--- src/rtl/core/sha1_pkg.sv ---
package sha1_pkg;

   typedef struct packed {
      logic [7:0] data_byte;
      logic       has_byte;
      logic       end_of_message;
   } req_type;

   typedef struct packed {
      logic [31:0] digest_word;
      logic [2:0]  word_index;
      logic        last_word;
   } rsp_type;

   localparam logic [31:0] H0 = 32'h67452301;
   localparam logic [31:0] H1 = 32'hefcdab89;
   localparam logic [31:0] H2 = 32'h98badcfe;
   localparam logic [31:0] H3 = 32'h10325476;
   localparam logic [31:0] H4 = 32'hc3d2e1f0;
   localparam logic [7:0]  PAD_BYTE = 8'h80;

   function automatic logic [31:0] round_k(input logic [6:0] r);
      logic [31:0] k;
      begin
         if (r < 7'd20) k = 32'h5a827999;
         else if (r < 7'd40) k = 32'h6ed9eba1;
         else if (r < 7'd60) k = 32'h8f1bbcdc;
         else k = 32'hca62c1d6;
         return k;
      end
   endfunction

   function automatic logic [31:0] round_f(input logic [6:0] r, input logic [31:0] b,
                                           input logic [31:0] c, input logic [31:0] d);
      logic [31:0] f;
      begin
         if (r < 7'd20) f = (b & c) | (~b & d);
         else if (r >= 7'd40 && r < 7'd60) f = (b & c) | (b & d) | (c & d);
         else f = b ^ c ^ d;
         return f;
      end
   endfunction

endpackage

--- src/rtl/core/sha1_fifo.sv ---
module sha1_fifo import sha1_pkg::*; (
   input  logic    clock,
   input  logic    reset,
   input  logic    push,
   input  req_type push_data,
   output logic    full,
   input  logic    pop,
   output req_type pop_data,
   output logic    empty
);
   req_type    mem_ff [4];
   logic [1:0] wr_ff, wr_in, rd_ff, rd_in;
   logic [2:0] cnt_ff, cnt_in;
   logic       do_push, do_pop;

   assign full = cnt_ff == 3'd4;
   assign empty = cnt_ff == 3'd0;
   assign do_push = push && !full;
   assign do_pop = pop && !empty;
   assign pop_data = mem_ff[rd_ff];

   always_comb begin
      wr_in = do_push ? wr_ff + 2'd1 : wr_ff;
      rd_in = do_pop ? rd_ff + 2'd1 : rd_ff;
      cnt_in = cnt_ff + {2'b0, do_push} - {2'b0, do_pop};
   end

   always_ff @(posedge clock) begin
      if (reset) begin
         wr_ff <= '0;
         rd_ff <= '0;
         cnt_ff <= '0;
      end else begin
         wr_ff <= wr_in;
         rd_ff <= rd_in;
         cnt_ff <= cnt_in;
      end
      if (do_push) mem_ff[wr_ff] <= push_data;
   end
endmodule

--- src/rtl/core/sha1_core.sv ---
module sha1_core import sha1_pkg::*; (
   input  logic    clock,
   input  logic    reset,
   input  logic    req_valid,
   input  req_type req_data,
   output logic    req_take,
   output logic    rsp_valid,
   output rsp_type rsp_data,
   input  logic    rsp_take
);
   typedef enum logic [2:0] {
      S_IDLE, S_PAD, S_LEN, S_ROUND, S_ADD, S_OUT
   } state_type;

   state_type   state_ff;
   logic [31:0] w_ff [16];
   logic [31:0] h_ff [5];
   logic [31:0] a_ff, b_ff, c_ff, d_ff, e_ff;
   logic [6:0]  round_ff;
   logic [5:0]  idx_ff;
   logic [63:0] bits_ff;
   logic        final_ff, extra_ff;
   logic [2:0]  out_ff;
   logic [31:0] w_cur, w_new, t_val;
   logic        w_len_done_ff;

   // Bytes are shifted into the low end of the word window; after 64 bytes
   // word 0 holds the first four bytes.
   assign w_cur = w_ff[0];
   assign w_new = {w_ff[13] ^ w_ff[8] ^ w_ff[2] ^ w_ff[0]} << 1 |
                  {31'b0, w_ff[13][31] ^ w_ff[8][31] ^ w_ff[2][31] ^ w_ff[0][31]};
   assign t_val = {a_ff[26:0], a_ff[31:27]} + round_f(round_ff, b_ff, c_ff, d_ff) +
                  e_ff + round_k(round_ff) + w_cur;

   assign req_take = state_ff == S_IDLE;
   assign rsp_valid = state_ff == S_OUT;
   assign rsp_data = '{digest_word: h_ff[out_ff], word_index: out_ff,
                       last_word: out_ff == 3'd4};

   always_ff @(posedge clock) begin
      if (reset) begin
         state_ff <= S_IDLE;
         h_ff <= '{H0, H1, H2, H3, H4};
         idx_ff <= '0;
         bits_ff <= '0;
         final_ff <= 1'b0;
         extra_ff <= 1'b0;
         out_ff <= '0;
         round_ff <= '0;
      end else begin
         case (state_ff)
            S_IDLE: begin
               if (req_valid) begin
                  final_ff <= req_data.end_of_message;
                  if (req_data.has_byte) begin
                     w_ff[idx_ff[5:2]] <= {w_ff[idx_ff[5:2]][23:0], req_data.data_byte};
                     bits_ff <= bits_ff + 64'd8;
                     idx_ff <= idx_ff + 6'd1;
                     if (idx_ff == 6'd63) begin
                        state_ff <= S_ROUND;
                        round_ff <= '0;
                        {a_ff, b_ff, c_ff, d_ff, e_ff} <= {h_ff[0], h_ff[1], h_ff[2],
                                                           h_ff[3], h_ff[4]};
                     end else if (req_data.end_of_message) state_ff <= S_PAD;
                  end else if (req_data.end_of_message) state_ff <= S_PAD;
               end
            end
            S_PAD: begin
               // 0x80 then zeros, one byte a cycle, to byte 56 or the block end.
               w_ff[idx_ff[5:2]] <= {w_ff[idx_ff[5:2]][23:0],
                                     extra_ff ? 8'h00 : PAD_BYTE};
               extra_ff <= 1'b1;
               idx_ff <= idx_ff + 6'd1;
               if (idx_ff == 6'd55) state_ff <= S_LEN;
               else if (idx_ff == 6'd63) begin
                  state_ff <= S_ROUND;
                  round_ff <= '0;
                  {a_ff, b_ff, c_ff, d_ff, e_ff} <= {h_ff[0], h_ff[1], h_ff[2],
                                                     h_ff[3], h_ff[4]};
               end
            end
            S_LEN: begin
               w_ff[14] <= bits_ff[63:32];
               w_ff[15] <= bits_ff[31:0];
               idx_ff <= '0;
               extra_ff <= 1'b0;
               final_ff <= 1'b0;
               out_ff <= '0;
               state_ff <= S_ROUND;
               round_ff <= '0;
               {a_ff, b_ff, c_ff, d_ff, e_ff} <= {h_ff[0], h_ff[1], h_ff[2],
                                                  h_ff[3], h_ff[4]};
            end
            S_ROUND: begin
               for (int i = 0; i < 15; i++) w_ff[i] <= w_ff[i + 1];
               w_ff[15] <= w_new;
               e_ff <= d_ff;
               d_ff <= c_ff;
               c_ff <= {b_ff[1:0], b_ff[31:2]};
               b_ff <= a_ff;
               a_ff <= t_val;
               round_ff <= round_ff + 7'd1;
               if (round_ff == 7'd79) state_ff <= S_ADD;
            end
            S_ADD: begin
               h_ff[0] <= h_ff[0] + a_ff;
               h_ff[1] <= h_ff[1] + b_ff;
               h_ff[2] <= h_ff[2] + c_ff;
               h_ff[3] <= h_ff[3] + d_ff;
               h_ff[4] <= h_ff[4] + e_ff;
               // The block that carried the length field ends the message.
               if (final_ff) state_ff <= S_PAD;
               else if (w_len_done_ff) state_ff <= S_OUT;
               else state_ff <= S_IDLE;
            end
            S_OUT: begin
               if (rsp_take) begin
                  out_ff <= out_ff + 3'd1;
                  if (out_ff == 3'd4) begin
                     state_ff <= S_IDLE;
                     h_ff <= '{H0, H1, H2, H3, H4};
                     bits_ff <= '0;
                     out_ff <= '0;
                  end
               end
            end
            default: state_ff <= S_IDLE;
         endcase
      end
   end

   // Marks that the block in flight carries the length field.
   always_ff @(posedge clock) begin
      if (reset) w_len_done_ff <= 1'b0;
      else if (state_ff == S_LEN) w_len_done_ff <= 1'b1;
      else if (state_ff == S_ADD) w_len_done_ff <= 1'b0;
   end
endmodule

--- src/rtl/core/sha1_stream_hasher.sv ---
// Channel  | Ports                              | Moves
// request  | req_push, req_full, req_payload    | one byte and flags
// response | rsp_pop, rsp_empty, rsp_payload    | one digest word
// Bytes are taken only while the core is idle; every full block then runs
// its rounds through the single round unit, and no request is taken meanwhile.
// Ending a message pads one byte a cycle and runs one or two blocks.
// Reset is synchronous and restores the initial hash values.
// A four-entry queue lets requests arrive while the rounds run.
module sha1_stream_hasher import sha1_pkg::*; (
   input  logic    clock,
   input  logic    reset,
   input  logic    req_push,
   input  req_type req_payload,
   output logic    req_full,
   input  logic    rsp_pop,
   output rsp_type rsp_payload,
   output logic    rsp_empty
);
   req_type q_data;
   logic    q_empty, q_take, out_valid;

   sha1_fifo u_fifo (
      .clock(clock), .reset(reset), .push(req_push), .push_data(req_payload),
      .full(req_full), .pop(q_take), .pop_data(q_data), .empty(q_empty)
   );

   sha1_core u_core (
      .clock(clock), .reset(reset), .req_valid(!q_empty), .req_data(q_data),
      .req_take(q_take), .rsp_valid(out_valid), .rsp_data(rsp_payload),
      .rsp_take(rsp_pop)
   );

   assign rsp_empty = !out_valid;
endmodule

--- config.mk ---
export PLATFORM = sky130hd
export DESIGN_NAME = sha1_stream_hasher
export DESIGN_NICKNAME = d
export VERILOG_FILES = /design/src/rtl/core/sha1_pkg.sv /design/src/rtl/core/sha1_fifo.sv /design/src/rtl/core/sha1_core.sv /design/src/rtl/core/sha1_stream_hasher.sv
export SDC_FILE = /design/constraint.sdc
export NUM_CORES = 2
export LEC_CHECK = 0
export ABC_AREA = 1
export BUFFER_PORTS_ARGS = -buffer_cell sky130_fd_sc_hd__buf_2
export CORE_ASPECT_RATIO = 0.7
export CORE_MARGIN = 1
export CORE_UTILIZATION = 59
export DETAILED_ROUTE_END_ITERATION = 6
export PLACE_DENSITY_LB_ADDON = 0.25
export SETUP_SLACK_MARGIN = 0.15
export SLEW_MARGIN = 0
export SYNTH_ARGS = -nofsm -noshare
export SYNTH_HDL_FRONTEND = slang
export SYNTH_SLANG_ARGS = --single-unit
--- constraint.sdc ---
create_clock -name clock -period 9.25 [get_ports clock]
set_clock_uncertainty 0.05 [all_clocks]
set_input_delay 1.3875 -clock clock [delete_from_list [all_inputs] [get_ports clock]]
set_output_delay 1.3875 -clock clock [all_outputs]
set_load 0.02 [all_outputs]
* Yosys cells after proc, flatten, opt, wreduce, memory -nomap -nowiden *
Memories as Yosys holds them, arrays and structs flattened. A register that Yosys moved wholly into a read port is not among the register bits.
Cells that the tools add are included.

cells by class
  add/sub/neg operators = 17
  $lt $le $gt $ge = 5
  eq/ne operators = 17
  mux-type cells = 96
  bitwise operators = 22
  reductions and logical operators = 25

operators with widths
  cell                     count
  $mux W32                 30
  $pmux W32 S4             5
  $mux W160                2
  $pmux W160 S2            1
  $add A32 B32 Y32         9
  $mux W64                 4
  $and A32 B32 Y32         4
  $pmux W64 S2             1
  $bmux W32 S3             1
  $or A32 B32 Y32          3
  $xor A31 B31 Y31         3
  $add A64 B4 Y64 const B  1
  $xor A32 B32 Y32         2
  $mux W3                  13
  $not A32 Y32             1
  $or A32 B1 Y32           1
  $reduce_or A32 Y1        1
  $mux W31                 1
  $mux W7                  4
  $pmux W7 S4              1
  $mux W1                  20
  $pmux W3 S6              1
  $pmux W6 S3              1
  $reduce_and A5 Y1        3
  37 further kinds         69

word-level totals
  bits in registers = 413
  bits in writable memories = 552
  input bits = 14
  output and inout port bits = 38
  word-level logic and storage cells = 205
  memories = 2

memories
  name           words  bits a word  rd ports  clocked after Yosys merged registers in  wr ports  RTL line         text
  u_core.w_ff    16     32           17        1                                        16        sha1_core.sv:16  logic [31:0] w_ff [16];
  u_fifo.mem_ff  4      10           1         1                                        1         sha1_fifo.sv:11  req_type mem_ff [4];

* Logic depth before layout (Yosys ltp) *
  word-level depth = 10
  mapped depth = 28
  mapped depth without buffers = 27

* Hierarchy *
From an unflattened synthesis, not the netlist that was laid out.

unflattened totals
  cells, all modules = 8507
  area total of the unflattened synthesis = 63500.9 um2

by module, submodules not included
  module              instances  cells an instance  area an instance (um2)
  sha1_core           1          8340               61522.8
  sha1_fifo           1          165                1970.6
  sha1_stream_hasher  1          2                  7.5

* Least setup slack after synthesis *
No wires, ideal clock.

  kind = input to register
  from = input port reset
  to = register u_core.a_ff[0], enable pin
  arrival = 8629 ps
  setup slack = -112 ps
  cell stages on the path = 4
  path through = buf_2 > clkbuf_1 > clkbuf_1 > nor2_1

between the ends
  cells in the longest elaborated chain, start to end = 2

RTL lines
  item                         RTL line                  text
  start: declaration           sha1_stream_hasher.sv:11  input logic reset,
  $not A1 Y1 (no line)         -
  $reduce_and A5 Y1 (no line)  -
  end signal: assignment       sha1_core.sv:62           {a_ff, b_ff, c_ff, d_ff, e_ff} <= {h_ff[0], h_ff[1], h_ff[2],
  end signal: assignment       sha1_core.sv:78           {a_ff, b_ff, c_ff, d_ff, e_ff} <= {h_ff[0], h_ff[1], h_ff[2],
  end signal: assignment       sha1_core.sv:91           {a_ff, b_ff, c_ff, d_ff, e_ff} <= {h_ff[0], h_ff[1], h_ff[2],
  end: declaration             sha1_core.sv:18           logic [31:0] a_ff, b_ff, c_ff, d_ff, e_ff;

Every way passes these cells.
A chain may end at the register's enable or synchronous reset.

* Worst setup path in the final report *
  from = register u_core.round_ff[5]
  to = register u_core.a_ff[29] (data pin)

between the ends
  cells in the longest elaborated chain, start to end = 9
  elaborated cells on any way between the ends = 15
  those cells by class = add/sub: 4; order compare: 4; mux: 6; reduce/logical: 1

RTL lines
  item                                                 RTL line                        text
  start: declaration                                   sha1_core.sv:19                 logic [6:0] round_ff;
  start signal: assignment                             sha1_core.sv:102                round_ff <= round_ff + 7'd1;
  $ge A7 B6 Y1 / $lt A7 B6 Y1 (equally long branches)  sha1_pkg.sv:38, sha1_pkg.sv:27
  $logic_and A1 B1 Y1                                  sha1_pkg.sv:38                  else if (r >= 7'd40 && r < 7'd60) f = (b & c) | (b & d) | (c & d);
  $mux W32                                             sha1_pkg.sv:38
  $mux W32                                             sha1_pkg.sv:37                  if (r < 7'd20) f = (b & c) | (~b & d);
  $add A32 B32 Y32 (2 in a row)                        sha1_core.sv:32                 assign t_val = {a_ff[26:0], a_ff[31:27]} + round_f(round_ff, b_ff, c_ff, d_ff) +
  $add A32 B32 Y32 * (2 in a row)                      sha1_core.sv:33                 e_ff + round_k(round_ff) + w_cur;
  $pmux W32 S4 *                                       sha1_core.sv:51                 case (state_ff)

Mark *: on every way between the ends. The rest lies on a longest branch, timed or not.

==> flow_summary.yaml <==
drt:
  drc: 27
  wl_um: 255000
  first_pass_iters: 7
  ant_nets: 0
  dr.first_iter.drc_count: 10763
  via_per_inst: 6.236
  vias: 62387
  post_drt_wl_per_cell_um: 25.49
synth:
  synth_area_mm2: 0.06389
  syn_area_per_cell_um2: 7.419
  ys_ff_latch: 968
  synthSimpleGateAreaFrac_pct: 25.61
  synth_seq_area_share_pct: 41.48
  muxShareOfSynthArea_pct: 0.01567
  synthAdderAreaFrac_pct: 8.440
  synth_top_area_cell: "edfxtp_1"
  synth-compound-area-share_pct: 12.96
  synth_nets: 8982
  synth_warnings: 0
  netlist_instances: 8612
  ys.flop_type: "edfxtp_1"
  synth.most_common_cell: "nand2_1"
  ys_top_cells_by_count: "2747 x nand2_1, 1206 x inv_1, 712 x edfxtp_1"
  synth.top_cell.area_share_pct: 33.46
  synth_top_family_by_area: "simple AND/OR/NAND/NOR gates"
  synth_xor_area_share_pct: 2.042
  synth.area.top_cells: "edfxtp_1 33%, nand2_1 16%, dfxtp_1 8.0%"
  synth_edf_count: 712
  synth.distinct_cells: 50
  synth-async-reset-ratio_pct: 0
layout:
  fin_nets: 8861
  synthToLayoutAreaGrowth_pct: 7.424
  finish.utilization_pct: 64.23
  drive_gt1_share_pct: 4.024
power:
  p_total_mw: 20.12
  switching_share_pct: 46.67
  power.internal_mw: 10.73
  clkPwrFrac_pct: 20.9
  seq_power_share_pct: 31.8
  comb_power_share_pct: 47.2
  p_sw_mw: 9.389
  p_leak_nw: 29.90
  p_per_area_mw_per_mm2: 293.1
  peakVddDrop_uv: 203.5
placed_design:
  place.gp.congestion: 1.107
  hpwl_um: 184300
  port_buffers: 51
floorplan:
  die_width_um: 395.3
  core_area_mm2: 0.1069
  ios: 52
  dieArea_mm2: 0.1096
  initial_core_util_pct: 59.80
  rows: 100
  die_y_um: 277.3
worst_hold_path:
  hp-class: "register to register"
  hold_start: "u_fifo.rd_ff[1]"
setup_path:
  critPathArrivalTime_ps: 6880
  critical_path_class: "register to register"
  crit_start: "u_core.round_ff[5]"
  critPathLaunchType: "register"
  end_kind: "register"
  crit_path_max_fanout: 18
  reg2reg_from: "u_core.round_ff[5]"
  worst_ep_required_time_ps: 9650
global_routing:
  overflow: 0
  grt_max_degree: 255
  antenna_found_initial: 8
  grt_pass1_vias: 55644
  grt_pass1_wl_um: 368700
  grt_use_total_pct: 45.51
sta:
  post-route-min-period_ps: 6475
  tightest_slew_ps: 1245
  slew_violations: 0
  tns_ps: 0
  relSlewSlack_pct: 17.02
  hold_viol: 0
  setup_viol: 0
  period_share_pct: 70.00
  clock.fmax_mhz: 154.4
  grt_setup_unrepaired: "false"
clocking:
  cts_hold_buf: 0
  cts_setup_buffers: 0
  cts_buffers: 96
  cts_tree: "built"
  cts-htree-levels: 3
  clock-root-buffer: "clkbuf_16"
  clock_sinks: 968
  cts.clk_slew.worst_paths_ps: 70
  clockBufferDepth: 3
  clk_latency_ps: 740
  ctsResizeCount: 0
status:
  status: "finished, violations left"
  violations: "DRC"
run:
  drv_cap: 0
critical path: stages (launching register included):
cell and delay (ps):
dfxtp_1 370, nand2_1 150, nor2_1 90, nor2_1 430
nand2_1 290, inv_1 570, buf_4 360, nor2_1 60
nor3_1 220, fa_1 460, inv_1 80, fa_1 420
fa_1 440, inv_1 70, ha_1 230, inv_1 90
fa_1 510, o21ai_0 430, nand2_1 100, nand2_1 180
nand2_1 70, nand2_1 110, nand3_1 130, nand2_1 90
nand2_1 50, nand3_1 70, nand2_1 70
routing by layer:
layer | track usage, % | up-vias | wire [um]
met4 | 11.01 | 14 | 7092
met3 | 23.10 | 494 | 50550
met1 | 68.41 | 29112 | 104300
li1 | - | 27823 | -
met5 | 1.002 | - | 285
met2 | 56.28 | 4944 | 92780
cells in the final DEF, fill, tap and decap left out, types with 125 or more instances in the layout:
cell type | netlist | routed
a21oi_1 | 623 | 623
dfxtp_1 | 256 | 251
edfxtp_1 | 712 | 712
fa_1 | 125 | 125
ha_1 | 231 | 231
inv_1 | 1206 | 1204
nand2_1 | 2747 | 2747
nand3_1 | 486 | 486
nor2_1 | 526 | 524
o21ai_0 | 555 | 540
o21ai_1 | 148 | 148
metrics by stage:
step / instance area (um^2) / instances / setup WS, ps / hold WS [ps]
final: 68640 / 10004 / 2775 / 412.6
after floorplan: 63900 / 8612 / 2606 / 386.4
after global routing: 68630 / 10002 / 2430 / 455.9
after detailed placement: 65350 / 9820 / 2996 / 410.5
after global placement: 65350 / 9820 / 3128 / 394.7
after CTS: 68620 / 10001 / 2963 / 402.7
cell families after synthesis:
| kind of cell | Yosys count |
|---|---|
| AO/OA/AOI/OAI | 1540 |
| flip-flops | 968 |
| adder cells (fa/ha/maj) | 356 |
| buffers and inverters | 1565 |
| multiplexers | 1 |
| AND/OR/NAND/NOR | 4033 |
| XOR/XNOR | 149 |
flip-flops by register name, summed over array words and instances (netlist names), 7 cells and up, named ones only:
signal	count
u_core.round_ff	7
u_core.w_ff	512
u_core.b_ff	32
u_core.a_ff	32
u_core.e_ff	32
u_core.h_ff	160
u_core.bits_ff	61
u_core.d_ff	32
u_fifo.mem_ff	40
u_core.c_ff	32
power groups by stage:
stage               Sequential [mW]  Clock (mW)  Combinational, mW
finish                         6.41        4.21               9.50
global route                   6.40        4.34               10.3
CTS                            6.33        4.19               9.12
detailed placement             6.41           0               9.04
global placement               6.40           0               8.89
floorplan                      6.09           0               6.21
final timing paths:
check,endpoint,slack (ps),depth (start not counted)
setup reg to reg,u_core.a_ff[29],2770,26
hold reg to reg,register,410,2
setup / recovery,u_core.a_ff[29],2770,26
hold / removal,register,410,2
area by class of cell:
type | instances | area (um^2)
clock inverter | 59 | 714.4
timing repair buffer | 128 | 905.9
multi-input combinational | 6079 | 31560
tap | 1428 | 1787
clock buffer | 122 | 2560
antenna | 2 | 5.005
fill | 9328 | 38220
sequential | 968 | 26520
inverter | 1218 | 4583
(Power assumes the default switching activity.)
